--- config.mk ---
export PLATFORM = sky130hd
export DESIGN_NAME = crps_ctrl
export DESIGN_NICKNAME = d
export VERILOG_FILES = /design/src/rtl/crps_pkg.sv /design/src/rtl/crps_ctrl.sv
export SDC_FILE = /design/constraint.sdc
export NUM_CORES = 1
export LEC_CHECK = 0
export ABC_AREA = 0
export BUFFER_PORTS_ARGS = -buffer_cell sky130_fd_sc_hd__buf_2
export CAP_MARGIN = 20
export CORE_ASPECT_RATIO = 0.6
export CORE_MARGIN = 2
export CORE_UTILIZATION = 33
export CTS_BUF_LIST = sky130_fd_sc_hd__clkbuf_16
export CTS_CLUSTER_SIZE = 14
export DETAILED_ROUTE_END_ITERATION = 16
export PLACE_DENSITY = 0.59
export SLEW_MARGIN = 25
export SYNTH_ARGS = -nofsm -noshare
export SYNTH_HDL_FRONTEND = slang
export SYNTH_SLANG_ARGS = --single-unit
export TNS_END_PERCENT = 100
--- constraint.sdc ---
create_clock -name clk -period 3.3 [get_ports clk]
set_input_delay 0.165 -clock clk [delete_from_list [all_inputs] [get_ports clk]]
set_output_delay 0.165 -clock clk [all_outputs]
set_load 0.02 [all_outputs]
--- src/rtl/crps_pkg.sv ---
// Shared types and constants for the corner response pixel stream block.
// Used by the controller, the datapath and the top level; no dependencies.
`timescale 1ns / 1ps

package crps_pkg;

    localparam int unsigned SCALE       = 160000;
    localparam logic [34:0] SCALE_SQ    = 35'd25600000000;
    localparam logic [11:0] RESP_MAX    = 12'd4095;
    localparam int unsigned BORDER      = 5;
    localparam int unsigned DIM_FLOOR   = 11;
    localparam int unsigned DIV_STEPS   = 12;
    localparam int unsigned MUL_BITS    = 36;
    localparam int unsigned HSUM_W      = 97;

    localparam logic [1:0] REG_FRAME_WIDTH  = 2'd0;
    localparam logic [1:0] REG_FRAME_HEIGHT = 2'd1;
    localparam logic [1:0] REG_MIN_EIGEN    = 2'd2;
    localparam logic [1:0] REG_RESP_DIV     = 2'd3;

    typedef enum logic [3:0] {
        S_IDLE,
        S_WIN,
        S_GRAD,
        S_PROD,
        S_HSUM,
        S_SUM,
        S_DECIDE,
        S_PREP,
        S_MSTART,
        S_MWAIT,
        S_CMP,
        S_DIVINIT,
        S_DIV,
        S_FIN,
        S_LOAD
    } ctrl_state_t;

    typedef enum logic [3:0] {
        OP_NONE,
        OP_ACCEPT,
        OP_WIN,
        OP_GRAD,
        OP_PROD,
        OP_HSUM,
        OP_SUM,
        OP_PREP,
        OP_MUL_START,
        OP_MUL_STORE,
        OP_CMP,
        OP_DIVINIT,
        OP_DIV_STEP,
        OP_FIN,
        OP_LOAD
    } dp_op_t;

    typedef enum logic [2:0] {
        MUL_AD,
        MUL_BB,
        MUL_TRTS,
        MUL_TSTS,
        MUL_DIV
    } mul_sel_t;

    typedef struct packed {
        dp_op_t   op;
        mul_sel_t sel;
    } dp_cmd_t;

    typedef struct packed {
        logic pending_zero;
        logic emit;
        logic interior;
        logic mul_busy;
        logic out_free;
    } dp_status_t;

endpackage

--- src/rtl/crps_ctrl.sv ---
// Controller state machine: sequences one transaction through the datapath.
// Depends on crps_pkg for state, command and status types.
`timescale 1ns / 1ps

module crps_ctrl (
    input  logic                 clk,
    input  logic                 rst_n,
    input  logic                 in_valid,
    input  logic                 in_flush,
    output logic                 in_ready,
    input  crps_pkg::dp_status_t status,
    output crps_pkg::dp_cmd_t    cmd
);
    import crps_pkg::*;

    ctrl_state_t state_reg, state_next;
    mul_sel_t    sel_reg, sel_next;
    logic [3:0]  cnt_reg, cnt_next;

    always_ff @(posedge clk or negedge rst_n)
    begin
        if (!rst_n)
        begin
            state_reg <= S_IDLE;
            sel_reg   <= MUL_AD;
            cnt_reg   <= '0;
        end
        else
        begin
            state_reg <= state_next;
            sel_reg   <= sel_next;
            cnt_reg   <= cnt_next;
        end
    end

    always_comb
    begin
        state_next = state_reg;
        sel_next   = sel_reg;
        cnt_next   = cnt_reg;
        cmd.op     = OP_NONE;
        cmd.sel    = sel_reg;
        in_ready   = 1'b0;
        case (state_reg)
            S_IDLE:
            begin
                in_ready = 1'b1;
                if (in_valid)
                begin
                    cmd.op = OP_ACCEPT;
                    if (!in_flush)
                        state_next = S_WIN;
                    else if (!status.pending_zero)
                        state_next = S_LOAD;
                end
            end
            S_WIN:
            begin
                cmd.op = OP_WIN;
                state_next = S_GRAD;
            end
            S_GRAD:
            begin
                cmd.op = OP_GRAD;
                state_next = S_PROD;
            end
            S_PROD:
            begin
                cmd.op = OP_PROD;
                state_next = S_HSUM;
            end
            S_HSUM:
            begin
                cmd.op = OP_HSUM;
                state_next = S_SUM;
            end
            S_SUM:
            begin
                cmd.op = OP_SUM;
                state_next = S_DECIDE;
            end
            S_DECIDE:
            begin
                if (!status.emit)
                    state_next = S_IDLE;
                else if (!status.interior)
                    state_next = S_LOAD;
                else
                    state_next = S_PREP;
            end
            S_PREP:
            begin
                cmd.op = OP_PREP;
                sel_next = MUL_AD;
                state_next = S_MSTART;
            end
            S_MSTART:
            begin
                cmd.op = OP_MUL_START;
                state_next = S_MWAIT;
            end
            S_MWAIT:
            begin
                if (!status.mul_busy)
                begin
                    cmd.op = OP_MUL_STORE;
                    state_next = S_MSTART;
                    case (sel_reg)
                        MUL_AD:   sel_next = MUL_BB;
                        MUL_BB:   sel_next = MUL_TRTS;
                        MUL_TRTS: sel_next = MUL_TSTS;
                        MUL_TSTS: sel_next = MUL_DIV;
                        default:  state_next = S_CMP;
                    endcase
                end
            end
            S_CMP:
            begin
                cmd.op = OP_CMP;
                state_next = S_DIVINIT;
            end
            S_DIVINIT:
            begin
                cmd.op = OP_DIVINIT;
                cnt_next = 4'(DIV_STEPS - 1);
                state_next = S_DIV;
            end
            S_DIV:
            begin
                cmd.op = OP_DIV_STEP;
                if (cnt_reg == '0)
                    state_next = S_FIN;
                else
                    cnt_next = cnt_reg - 1'b1;
            end
            S_FIN:
            begin
                cmd.op = OP_FIN;
                state_next = S_LOAD;
            end
            S_LOAD:
            begin
                if (status.out_free)
                begin
                    cmd.op = OP_LOAD;
                    state_next = S_IDLE;
                end
            end
            default:
                state_next = S_IDLE;
        endcase
    end

endmodule

==> After elaboration in Yosys (flattened, before gate mapping) <==
Index checks and enable logic that the tools add are counted.
{ "op_classes": {"n_eq_ne": 24, "addsub": 1, "muxes": 20, "n_reduce_logical": 9} }
{ "ops": {"columns": ["operator", "count"], "rows": [
  ["$pmux W4 S15", 1],
  ["$pmux W4 S14", 1],
  ["$mux W4", 11],
  ["$eq A4 B4 Y1 const B", 7],
  ["$eq A4 B3 Y1 const B", 4],
  ["$pmux W3 S4", 1],
  ["$ne A2 B2 Y1 const B", 5],
  ["$eq A4 B2 Y1 const B", 2],
  ["$logic_not A4 Y1", 2],
  ["$pmux W4 S2", 1],
  ["$eq A3 B2 Y1 const B", 2],
  ["$pmux W3 S2", 1],
  ["$ne A5 B5 Y1 const B", 1],
  ["$reduce_and A5 Y1", 1],
  ["$eq A4 B1 Y1 const B", 1],
  ["$reduce_bool A2 Y1", 2],
  ["$reduce_or A4 Y1", 1],
  ["$sub A4 B1 Y4 const B", 1],
  ["$eq A3 B1 Y1 const B", 1],
  ["$logic_not A3 Y1", 1],
  ["$mux W3", 1],
  ["$ne A3 B3 Y1 const B", 1],
  ["$reduce_and A3 Y1", 1],
  ["$mux W1", 2],
  ["2 further kinds", 2]
]} }
{ "totals": {"input_bits": 9, "word_cells": 57, "output_inout_bits": 8, "register_bits": 11} }

==> Logic depth before layout (Yosys ltp) <==
Gate-level depths: netlist of run 1.
{ "logic_depth": {"depth_word": 5, "mapped_depth": 6, "depth_no_buf": 6} }

==> Least setup slack after synthesis of run 1 <==
Ideal clock, no wire load.
{ "synth_path": {"path_type": "register to register", "start": "reg state_reg[2]", "end": "reg state_reg[2]", "arrival_ns": 1.503, "synth_period_minus_slack_ns": 1.628, "n_path_buf": 1, "path_slack_ns": 1.672, "stages_incl_launch_ff": 6, "required_ns": 3.175, "cell_sequence": "dfrtp_1 > buf_6 > nor4_4 > nand3_2 > o2111ai_4 > mux2_4"} }
{ "synth_via": {"elab_chain_len": 3} }
{ "synth_lines": {"columns": ["item", "line", "text"], "rows": [
  ["start: declaration", "crps_ctrl.sv:16", "ctrl_state_t state_reg, state_next;"],
  ["start signal: assignment", "crps_ctrl.sv:30", "state_reg <= state_next;"],
  ["$eq A4 B4 Y1 / $logic_not A4 Y1 (equally long branches)", "crps_ctrl.sv:44", "case (state_reg)"],
  ["$ne A2 B2 Y1 (no source line) / $ne A3 B3 Y1 (equally long branches)", null, null],
  ["$reduce_and A5 Y1 (no source line)", null, null]
]} }
Parallel ways exist; a longest one is shown, timed or not.
A chain may end at the register's enable or synchronous reset.

==> results.json, run 1 <==
{
  "dpl.hpwl_um": 1530,
  "grt_pass1_vias": 727,
  "drive_gt1_share_pct": 25.0,
  "gp_congestion": 0.793,
  "pin_count": 17,
  "cts_hold_buf": 1,
  "synth_edf_count": 0,
  "syn_area_um2": 936,
  "r2r_start": "state_reg[0]",
  "antenna_found_initial": 0,
  "hold_viol_final": 0,
  "hold_end": "state_reg[0]",
  "die_y_um": 45.3,
  "cts_buffers": 3,
  "fill_cells": 259,
  "drt_pass1_iterations": 4,
  "track_usage_pct": 13.8,
  "worstSetupPathType": "register to output port",
  "grt_util_met2_pct": 18.7,
  "ys_async_sr_fraction_pct": 100,
  "crit_arrival_ps": 1730,
  "hold_depth": 3,
  "crit_start": "state_reg[0]",
  "slowest_delay_ps": 760,
  "syn_inst": 106,
  "viasPerCell": 5.33,
  "drc": 0,
  "outcome": "finished clean",
  "syn_area_per_cell_um2": 8.83,
  "seq_area_frac_synth_pct": 29.4,
  "grt_max_degree": 23,
  "fin_nets": 131,
  "r2r_end": "state_reg[2]",
  "crit_top_cell": "o21ai_0",
  "clock-root-buffer": "clkbuf_16",
  "worstRegToRegCells": 4,
  "path_delay_family": "flip-flops",
  "rsz0062_at_grt": "false",
  "hp-class": "input port to register",
  "slew_violations": 0,
  "cts_setup_buffers": 0,
  "max-cap-violations": 0,
  "startpoint_type": "register",
  "cpMaxStageDelayCell": "dfrtp_1",
  "htreeDepth": 1,
  "drtAntennaViolNets": 0,
  "vias": 810,
  "hold_slack_ps": 264,
  "portBuffers": 16,
  "dieWidth_um": 72.8,
  "yosysWarnings": 0,
  "yosysTopAreaCellShare_pct": 29.4,
  "n_antenna_cell": 0,
  "cp_data_required_time_ps": 3130,
  "yosysUniqueCellTypes": 45,
  "use_met1_pct": 21.2,
  "p_leak_nw": 0.457,
  "grt_pass1_wl_um": 3420,
  "crit_path_cell_trace": "nand2b_1 -> a21oi_1 -> o21ai_0 -> o21ai_0 -> buf_2",
  "core-area_um2": 2590,
  "crit_fanout": 22,
  "clk_latency_ps": 240,
  "synth_top_area_cell": "dfrtp_1",
  "path_buf_inv": 1,
  "grtUsageMet3_pct": 5.13,
  "synthToLayoutAreaGrowth_pct": 14.7,
  "vdd_drop_max_uv": 272,
  "period_needed_ps": 1890,
  "min-delay-start": "status[1]",
  "synth.area.top_cells": "dfrtp_1 (29%), o21ai_0 (5.9%), nor2_1 (5.2%)",
  "cts_tree": "built",
  "skew_ps": 3.03,
  "cts_sinks": 11,
  "routedWlPerCell_um": 13.1,
  "path_clk_slew_ps": 40,
  "yosys_register_bits": 11,
  "dieArea_um2": 3290,
  "final_common_cell": "buf_2",
  "grt_overflow": 0,
  "clock.fmax_mhz": 529,
  "core.rowCount": 14,
  "setup_viol": 0,
  "cts_resized": 0,
  "tightest_slew_ps": 661,
  "finalSetupTns_ps": 0,
  "clk_path_buf_depth": 2,
  "power.density_nw_per_um2": 1020,
  "mostFrequentLayoutCells": "buf_2 (16), nor2_1 (13), o21ai_0 (11), dfrtp_1 (11), a21oi_1 (7)",
  "crit_path_end_kind": "output port",
  "max-slew-margin-rel_pct": 55.9,
  "synth_nets": 116,
  "start_util_pct": 36.1,
  "wl_um": 1990,
  "ys.flop_type": "dfrtp_1",
  "r2r_slack_ps": 1520,
  "grt_busiest_layer": "met1",
  "dr.first_iter.drc_count": 63,
  "min_period_over_period_pct": 57.3
}
per-stage QoR:
| step | cells | instance area (um^2) | worst slack, ps | power, mW | utilization [%] |
|---|---|---|---|---|---|
| 2_1_floorplan | 106 | 936 | 1670 | 0.809 | - |
| 3_3_place_gp | 147 | 985 | 1530 | 0.880 | 38.0 |
| 3_5_place_dp | 147 | 985 | 1510 | 0.880 | 38.0 |
| 4_1_cts | 152 | 1070 | 1410 | 1.11 | 41.4 |
| 5_1_grt | 152 | 1070 | 1210 | 1.19 | 41.4 |
| 6_report | 152 | 1070 | 1410 | 1.10 | 41.4 |
worst max-delay path by stage:
stage / slack, ps / end / cells past startpoint
4_1_cts: 1410 / cmd[4] / 5
3_3_place_gp: 1530 / state_reg[2] / 4
5_1_grt: 1210 / cmd[4] / 5
3_5_place_dp: 1510 / state_reg[2] / 4
2_1_floorplan: 1670 / state_reg[2] / 5
6_report: 1410 / cmd[4] / 5
synth_stat cells, types with 2 or more instances:
| master | instances |
|---|---|
| nor2_1 | 13 |
| nor3_1 | 3 |
| dfrtp_1 | 11 |
| nand3_1 | 2 |
| nand2b_1 | 4 |
| inv_1 | 5 |
| a21oi_1 | 7 |
| a221oi_1 | 2 |
| nand2_1 | 6 |
| xor2_1 | 2 |
| o21ai_0 | 11 |
| buf_6 | 4 |
| nor2b_1 | 3 |
| a22oi_1 | 2 |
area by class of cell:
class                   count  area (um^2)  share of cell area (%)
repair buffers             17         90.1                    8.39
flip-flops and latches     11          275                    25.6
clock inverters             1         3.75                   0.350
inverters                   5         18.8                    1.75
clock buffers               3         75.1                    6.99
well taps                  32         40.0                    3.73
multi-input cells          83          571                    53.1
power by group:
part / internal (mW) / leakage, nW / switching [mW]
Clock: 0.159 / 0.0423 / 0.0607
Sequential: 0.192 / 0.137 / 0.154
Combinational: 0.249 / 0.279 / 0.283
Total: 0.600 / 0.457 / 0.497
logic make-up (layout without fill, tap and decap cells):
| logic type | count (synthesis) | count (layout) | share of synthesized area [%] |
|---|---|---|---|
| adder cells (fa/ha/maj) | 1 | 1 | 1.34 |
| AO/OA/AOI/OAI | 32 | 32 | 23.7 |
| buffers and inverters | 12 | 26 | 9.62 |
| multiplexers | 2 | 2 | 2.67 |
| AND/OR/NAND/NOR | 46 | 46 | 31.4 |
| flip-flops | 11 | 11 | 29.4 |
| XOR/XNOR | 2 | 2 | 1.87 |
metal layers:
layer | part of all wire [%] | vias to the layer above | wire length (um)
met3 | 5.2 | 0 | 104
met1 | 54 | 376 | 1080
met4 | 0 | 0 | 0
li1 | - | 417 | -
met5 | 0 | - | 0
met2 | 40 | 17 | 803
worst register-to-register path, stage by stage (launching register included):
cell and delay, ps:
dfrtp_1 760, and4bb_1 380, nand2_2 100, o2111ai_4 110
mux2_4 310
(Power assumes the default switching activity.)
==> run 2: changes to the inputs <==
--- a/config.mk
+++ b/config.mk
@@ -5,7 +5,7 @@
 export SDC_FILE = /design/constraint.sdc
 export NUM_CORES = 1
 export LEC_CHECK = 0
-export ABC_AREA = 0
+export ABC_AREA = 1
 export BUFFER_PORTS_ARGS = -buffer_cell sky130_fd_sc_hd__buf_2
 export CAP_MARGIN = 20
 export CORE_ASPECT_RATIO = 0.6
==> constraint.sdc (replaced) <==
create_clock -name clk -period 1.8 [get_ports clk]
set_input_delay 0.09 -clock clk [delete_from_list [all_inputs] [get_ports clk]]
set_output_delay 0.09 -clock clk [all_outputs]
set_load 0.02 [all_outputs]
==> run 2 against run 1 <==
Compared with the run above: cell area increased by 0.70%; clock skew increased by 0.68 ps; utilization increased by 1.2 points; largest cell class unchanged; critical endpoint is now cmd[3].
==> results.json, run 2 <==
{
  "synth_top_area_cell": "dfrtp_1",
  "wl_um": 2260,
  "seq_area_frac_synth_pct": 30.8,
  "path_clk_slew_ps": 40,
  "clk_path_buf_depth": 2,
  "portBuffers": 16,
  "vias": 957,
  "dpl.hpwl_um": 1820,
  "p_leak_nw": 0.592,
  "drt_pass1_iterations": 5,
  "r2r_slack_ps": 360,
  "track_usage_pct": 16.3,
  "dr.first_iter.drc_count": 51,
  "cts_setup_buffers": 0,
  "use_met1_pct": 24.6,
  "max-slew-margin-rel_pct": 81.5,
  "post-route-util_pct": 42.6,
  "yosysTopAreaCellShare_pct": 30.8,
  "skew_ps": 3.71,
  "tightest_slew_ps": 278,
  "finalSetupTns_ps": 0,
  "synth.area.top_cells": "dfrtp_1 (31%), nand2_1 (18%), nor2_1 (8.8%)",
  "cts_buffers": 3,
  "viasPerCell": 4.96,
  "syn_area_per_cell_um2": 6.25,
  "worstSetupPathType": "register to output port",
  "grt_busiest_layer": "met1",
  "synth.most_common_cell": "nand2_1",
  "core-area_um2": 2540,
  "final_common_cell": "nand2_1",
  "cts_tree": "built",
  "synth_edf_count": 0,
  "setup_viol": 0,
  "core.rowCount": 14,
  "yosysWarnings": 0,
  "yosys_register_bits": 11,
  "max-cap-violations": 0,
  "htreeDepth": 1,
  "hold_viol_final": 0,
  "grt_pass1_vias": 883,
  "die_y_um": 44.3,
  "fin_nets": 172,
  "drc": 0,
  "vdd_drop_max_uv": 834,
  "drive_gt1_share_pct": 19.3,
  "outcome": "finished clean",
  "dieWidth_um": 71.2,
  "r2r_end": "sel_reg[1]",
  "crit_path_end_kind": "output port",
  "synth_commonest_cells": "nand2_1 (44), nor2_1 (21), inv_1 (17), nand3_1 (12), dfrtp_1 (11)",
  "crit_start": "state_reg[0]",
  "place_area_um2": 987,
  "r2r_start": "state_reg[0]",
  "grt_overflow": 0,
  "drtAntennaViolNets": 0,
  "clock.fmax_mhz": 599,
  "gp_congestion": 0.872,
  "grt_pass1_wl_um": 3990,
  "pin_count": 17,
  "ys.flop_type": "dfrtp_1",
  "syn_area_um2": 893,
  "yosysUniqueCellTypes": 23,
  "hp-class": "input port to register",
  "period_needed_ps": 1670,
  "clock-root-buffer": "clkbuf_16",
  "cp_data_required_time_ps": 1710,
  "synth_nets": 153,
  "cts_sinks": 11,
  "endpoint": "cmd[3]",
  "grt_util_met2_pct": 23.3,
  "synthToLayoutAreaGrowth_pct": 21.0,
  "crit_fanout": 8,
  "grtUsageMet3_pct": 2.96,
  "worst_slack_ps": 129,
  "grt_max_degree": 12,
  "place_ws_ps": 348,
  "crit_arrival_ps": 1580,
  "design_area_um2": 1080,
  "hold_slack_ps": 205,
  "clk_latency_ps": 240,
  "start_util_pct": 35.2,
  "slew_violations": 0,
  "antenna_found_initial": 0,
  "mostFrequentLayoutCells": "nand2_1 (44), nor2_1 (20), inv_1 (18)",
  "routedWlPerCell_um": 11.7,
  "n_antenna_cell": 0,
  "rsz0062_at_grt": "false",
  "power.density_nw_per_um2": 1840,
  "worstRegToRegCells": 7,
  "startpoint_type": "register",
  "dieArea_um2": 3150,
  "ys_async_sr_fraction_pct": 100,
  "syn_inst": 143,
  "min_period_over_period_pct": 92.8
}
-- run 2: layer usage --
layer,vias up,wire length [um]
met3,2,192
met4,0,22
li1,496,-
met5,-,0
met1,417,1180
met2,42,862
-- run 2: power breakdown --
group | total, mW | switching [mW] | internal [mW]
clock | 0.399 | 0.108 | 0.291
sequential | 0.485 | 0.141 | 0.344
combinational | 1.10 | 0.740 | 0.364
-- run 2: worst max-delay path, stage by stage (launching register included) --
cell	delay [ps]
dfrtp_1	490
nand2_1	200
nor2_2	240
a21oi_1	90
nand3_1	80
nor2_1	40
nand2_1	50
buf_2	150
-- run 2: timing repair --
item	CTS	global route
hold endpoints to repair	11	0
endpoints found under the setup margin	0	2
resized for setup	0	3
hold buffers	1	0
-- run 2: stage by stage --
stage               cells  power [mW]
finish                193        1.99
global route          193        2.19
CTS                   193        1.97
detailed placement    188        1.56
global placement      188        1.57
floorplan             143        1.32
-- run 2: kinds of logic (layout without fill, tap and decap cells) --
kind of cell / after synthesis / count (layout) / synth area share [%]
flops: 11 / 11 / 30.8
fa+ha+maj: 1 / 1 / 1.40
xor+xnor: 1 / 1 / 0.981
simple gates: 93 / 93 / 46.2
compound gates: 16 / 16 / 10.1
buf+inv: 21 / 39 / 10.5
-- run 2: cell type report --
| cell class | instances | area (um^2) |
|---|---|---|
| Timing Repair Buffer | 17 | 90.1 |
| Clock buffer | 3 | 75.1 |
| Inverter | 18 | 67.6 |
| Tap cell | 32 | 40.0 |
| Multi-Input combinational cell | 111 | 527 |
| Fill cell | 265 | 1460 |
| Sequential cell | 11 | 278 |
| Clock inverter | 1 | 3.75 |
-- run 2: worst min-delay path by stage --
stage                         start      endpoint  slack [ps]  cells after the start
after floorplan               rst_n    cnt_reg[0]        -210                      0
after global placement        rst_n    cnt_reg[3]         -30                      1
after detailed placement      rst_n    cnt_reg[2]         -30                      1
after CTS                 status[1]  state_reg[0]         200                      3
after global routing      status[0]  state_reg[1]         220                      3
final                     status[0]  state_reg[1]         210                      3
